### src/rtl/core/pme_pkg.sv
// Shared constants and record types for the Euclidean spanning tree block.
`timescale 1ns / 1ps
package pme_pkg;
   localparam int MAX_CITIES_DEF = 64;
   localparam int COORD_W        = 15;
   localparam int IDX_W          = 6;
   localparam int KEY_W          = 17;
   localparam int CNT_W          = 7;
   localparam int WEIGHT_W       = 16;
   localparam int ROOT_W         = 32;
   localparam int ROOT_STEPS     = 16;
   localparam int FRONT_D        = 3;
   localparam logic [KEY_W-1:0] KEY_INF = '1;

   typedef struct packed {
      logic               valid;
      logic [IDX_W-1:0]   idx;
      logic [COORD_W-1:0] x;
      logic [COORD_W-1:0] y;
      logic [KEY_W-1:0]   key;
      logic               in_tree;
      logic [IDX_W-1:0]   parent;
   } rec_type;

   typedef struct packed {
      rec_type            rec;
      logic               is_pick;
      logic [ROOT_W-1:0]  v;
      logic [ROOT_W-1:0]  res;
   } root_type;
endpackage

### src/rtl/core/pme_root_stage.sv
// One digit step of the pipelined integer square root.
`timescale 1ns / 1ps
module pme_root_stage #(
   parameter int STEP = 0
) (
   input  logic              clock,
   input  logic              reset,
   input  logic              en,
   input  pme_pkg::root_type din,
   output pme_pkg::root_type dout
);
   import pme_pkg::*;

   localparam logic [ROOT_W-1:0] BIT = ROOT_W'(1) << (ROOT_W - 2 - 2 * STEP);

   root_type out_ff;
   root_type out_in;
   logic [ROOT_W-1:0] trial;

   always_comb begin
      out_in = din;
      trial  = din.res + BIT;
      if (din.v >= trial) begin
         out_in.v   = din.v - trial;
         out_in.res = (din.res >> 1) + BIT;
      end else begin
         out_in.res = din.res >> 1;
      end
   end

   always_ff @(posedge clock) begin
      if (en) begin
         out_ff <= out_in;
      end
      if (reset) begin
         out_ff.rec.valid <= 1'b0;
      end
   end

   assign dout = out_ff;
endmodule

### config.mk
export PLATFORM = sky130hd
export DESIGN_NAME = pme_root_stage
export DESIGN_NICKNAME = d
export VERILOG_FILES = /design/src/rtl/core/pme_pkg.sv /design/src/rtl/core/pme_root_stage.sv
export SDC_FILE = /design/constraint.sdc
export NUM_CORES = 1
export LEC_CHECK = 0
export BUFFER_PORTS_ARGS = -buffer_cell sky130_fd_sc_hd__buf_2
export CAP_MARGIN = 20
export CORE_ASPECT_RATIO = 0.5
export CORE_MARGIN = 3
export CORE_UTILIZATION = 30
export DETAILED_ROUTE_END_ITERATION = 7
export GPL_ROUTABILITY_DRIVEN = 0
export GPL_TIMING_DRIVEN = 0
export PLACE_DENSITY = 0.53
export SETUP_SLACK_MARGIN = 0.15
export SYNTH_ARGS = -nofsm -noshare
export SYNTH_HDL_FRONTEND = slang
export SYNTH_SLANG_ARGS = --single-unit
export TNS_END_PERCENT = 50
### constraint.sdc
create_clock -name clock -period 6.2 [get_ports clock]
set_clock_uncertainty 0.05 [all_clocks]
set_input_delay 1.24 -clock clock [delete_from_list [all_inputs] [get_ports clock]]
set_output_delay 1.24 -clock clock [all_outputs]
set_load 0.02 [all_outputs]
==> flow_summary.yaml <==
synthesis:
  cell_with_the_most_instances_after_synthesis: "sky130_fd_sc_hd__edfxtp_1"
  synth_cells: 487
  async_flop_share_pct: 0
  synth-seq-area-share_pct: 61.4
  synth.cell_area_mm2: 0.00614
  synthFlopType: "sky130_fd_sc_hd__edfxtp_1"
  synth.area.top_cells: "sky130_fd_sc_hd__edfxtp_1, sky130_fd_sc_hd__ha_1, sky130_fd_sc_hd__nor2_1"
  yosys_warnings: 0
  synth-edff-count: 125
  synthDominantCellAreaShare_pct: 61.1
  synthesis.nets: 649
  yosys.cell_types.count: 61
  synth_area_per_inst_um2: 12.6
  synthTopCellsByCount: "sky130_fd_sc_hd__edfxtp_1, sky130_fd_sc_hd__nor2_1, sky130_fd_sc_hd__inv_1"
  synth-seq-cells: 126
  synth_largest_area_cell: "sky130_fd_sc_hd__edfxtp_1"
die:
  initial_utilization_pct: 31.1
  core_area_mm2: 0.0198
  die-area_mm2: 0.0223
  die_width_um: 208
  die_height_um: 107
  top_level_ports: 255
  floorplan.rows: 36
critical_path:
  timing.critical_path.buf_inv: 3
  critPathMaxStageDelay_ns: 0.47
  cp_max_fo: 10
  crit_path_end_kind: "flop"
  timing_worst_setup_path_type: "in2reg"
  worstSetupStartpointType: "primary input"
  crit_path_required_time_ns: 6.32
  slowest_cell_on_the_critical_path: "sky130_fd_sc_hd__o21ai_2"
  data_arrival_time_of_the_worst_path_ns: 3.75
  timing.critical_path.max_delay_family: "compound AO/OA/AOI/OAI gates"
  path_cells: "buf_2 -> inv_1 -> ha_1 -> nor2b_1 -> o31a_1 -> o31ai_4 -> a21o_2 -> o21ai_2 -> o21ai_2 -> buf_2 -> o21ai_1"
routing:
  dr_vias: 4845
  wl_per_cell_um: 16.7
  drt-initial-drc-count: 369
  detailedRoute.firstPassIterationCount: 5
  vias_per_inst: 4.66
  drt_wl_total_mm: 17.4
  postRouteAntennaNets: 0
  drc: 0
power:
  total_leakage_power_nw: 3.67
  power_mw: 2.66
  peakVddDrop_mv: 0.144
  power.density_cell_area_mw_per_mm2: 317
place:
  preCtsSetupSlack_ns: 2.07
  port-buffer-count: 254
  place_hpwl_mm: 13.1
final_layout:
  nets: 923
  largest_register_ffs: 126
  layout-area-overhead-vs-synth_pct: 36.5
  antenna_diode_count: 0
  drive_gt1_share_pct: 41.3
clocking:
  max-clock-path-buffers: 2
  cts.repair.resized: 0
  clk_latency_ns: 0.42
  numClockSinks: 126
  cts_hold_repair.buffers: 0
  worst_setup_hold_path_clk_slew_ns: 0.06
  tritoncts: "built"
  numCtsBuffers: 17
  clk_root_buffer_cell: "sky130_fd_sc_hd__clkbuf_16"
  htreeDepth: 4
  postCtsSetupRepairBufs: 0
min_path:
  hold_class: "reg2reg"
grt:
  grt_pass1_wl_mm: 25.9
  grt_pass1_vias: 4598
  largest_net_degree_at_the_start_of_global_routing: 83
  track_usage_pct: 15.0
  grt_antenna_before_repair: 0
  global_route.overflow_total: 0
sta:
  hold_violations: 0
  final_count_of_pins_violating_max_slew: 0
  setup_viol_count_final: 0
  worst-slew-pin-transition_ns: 0.549
  post-route-period-util_pct: 58.6
  final_hold_slack_ns: 0.465
  grt_setup_unrepaired: "no"
  worst_slew_margin_relative_to_its_limit_pct: 63.4
  achievable-frequency_ghz: 0.275
  tns_ns: 0
  min_tclk_post_route_ns: 3.63
  finalWorstSetupSlack_ns: 2.57
status:
  outcome: "finished, final reports clean"
run:
  maxCapViolCount: 0
final timing paths:
path	slack, ns	startpoint	depth (start not counted)	to
max	2.57	din[2]	11	dout[39]
min reg2reg	0.47	dout[125]	2	dout[125]
min	0.47	dout[125]	2	dout[125]
max reg2reg	5.56	dout[125]	2	dout[125]
per-stage QoR:
step                      area [µm²]  instances  util [%]
after floorplan                 6140        487         -
after global routing            8390       1040      42.4
after CTS                       8390       1040      42.4
after global placement          7750       1007      39.2
after detailed placement        7780       1008      39.4
final                           8390       1040      42.4
layout make-up:
cell class,instances,area (µm²)
plain buffers,12,82.6
clock buffers,21,440
clock inverters,11,166
fillers,1927,11400
inverters,42,158
multi-input cells,307,2130
flip-flops and latches,126,3770
well taps,266,333
repair buffers,255,1310
where the power goes:
part / switching [mW] / total, mW / leakage [nW] / internal, mW
logic: 0.351 / 0.553 / 2.15 / 0.202
clock network: 0.377 / 1.05 / 0.289 / 0.671
registers: 0.0194 / 1.06 / 1.23 / 1.04
total: 0.747 / 2.66 / 3.67 / 1.91
cell families (layout without fill, tap and decap cells):
| logic type | Yosys count | count (layout) | synth area share (%) |
|---|---|---|---|
| multiplexers | 5 | 5 | 0.896 |
| AO/OA/AOI/OAI | 137 | 137 | 15.3 |
| buffers and inverters | 54 | 341 | 3.91 |
| adder cells (fa/ha/maj) | 33 | 33 | 6.84 |
| flip-flops | 126 | 126 | 61.4 |
| XOR/XNOR | 20 | 20 | 2.85 |
| AND/OR/NAND/NOR | 112 | 112 | 8.80 |
worst reg2reg max path, cell delays in order (launching register included):
cell and delay [ns]:
sky130_fd_sc_hd__dfxtp_1 0.31, sky130_fd_sc_hd__mux2i_1 0.13, sky130_fd_sc_hd__nor2_1 0.05
placed cells by master, fill, tap and decap left out, types with 11 or more instances in the layout:
cell type | synthesis | routed
sky130_fd_sc_hd__a21o_1 | 11 | 11
sky130_fd_sc_hd__a21oi_1 | 35 | 35
sky130_fd_sc_hd__a21oi_2 | 12 | 12
sky130_fd_sc_hd__buf_2 | 3 | 256
sky130_fd_sc_hd__clkbuf_16 | 0 | 17
sky130_fd_sc_hd__edfxtp_1 | 125 | 125
sky130_fd_sc_hd__ha_1 | 32 | 32
sky130_fd_sc_hd__inv_1 | 41 | 41
sky130_fd_sc_hd__nand2_1 | 25 | 25
sky130_fd_sc_hd__nor2_1 | 48 | 48
sky130_fd_sc_hd__o21ai_0 | 18 | 18
sky130_fd_sc_hd__xnor2_1 | 12 | 12
metal layers:
layer	vias up	track usage (%)	wire length (µm)
met5	-	0	0
met2	122	24.1	8180
met1	2339	20.3	8150
li1	2368	-	-
met4	0	4.13	167
met3	16	3.68	881
No activity file was read; power rests on OpenSTA's default activity.
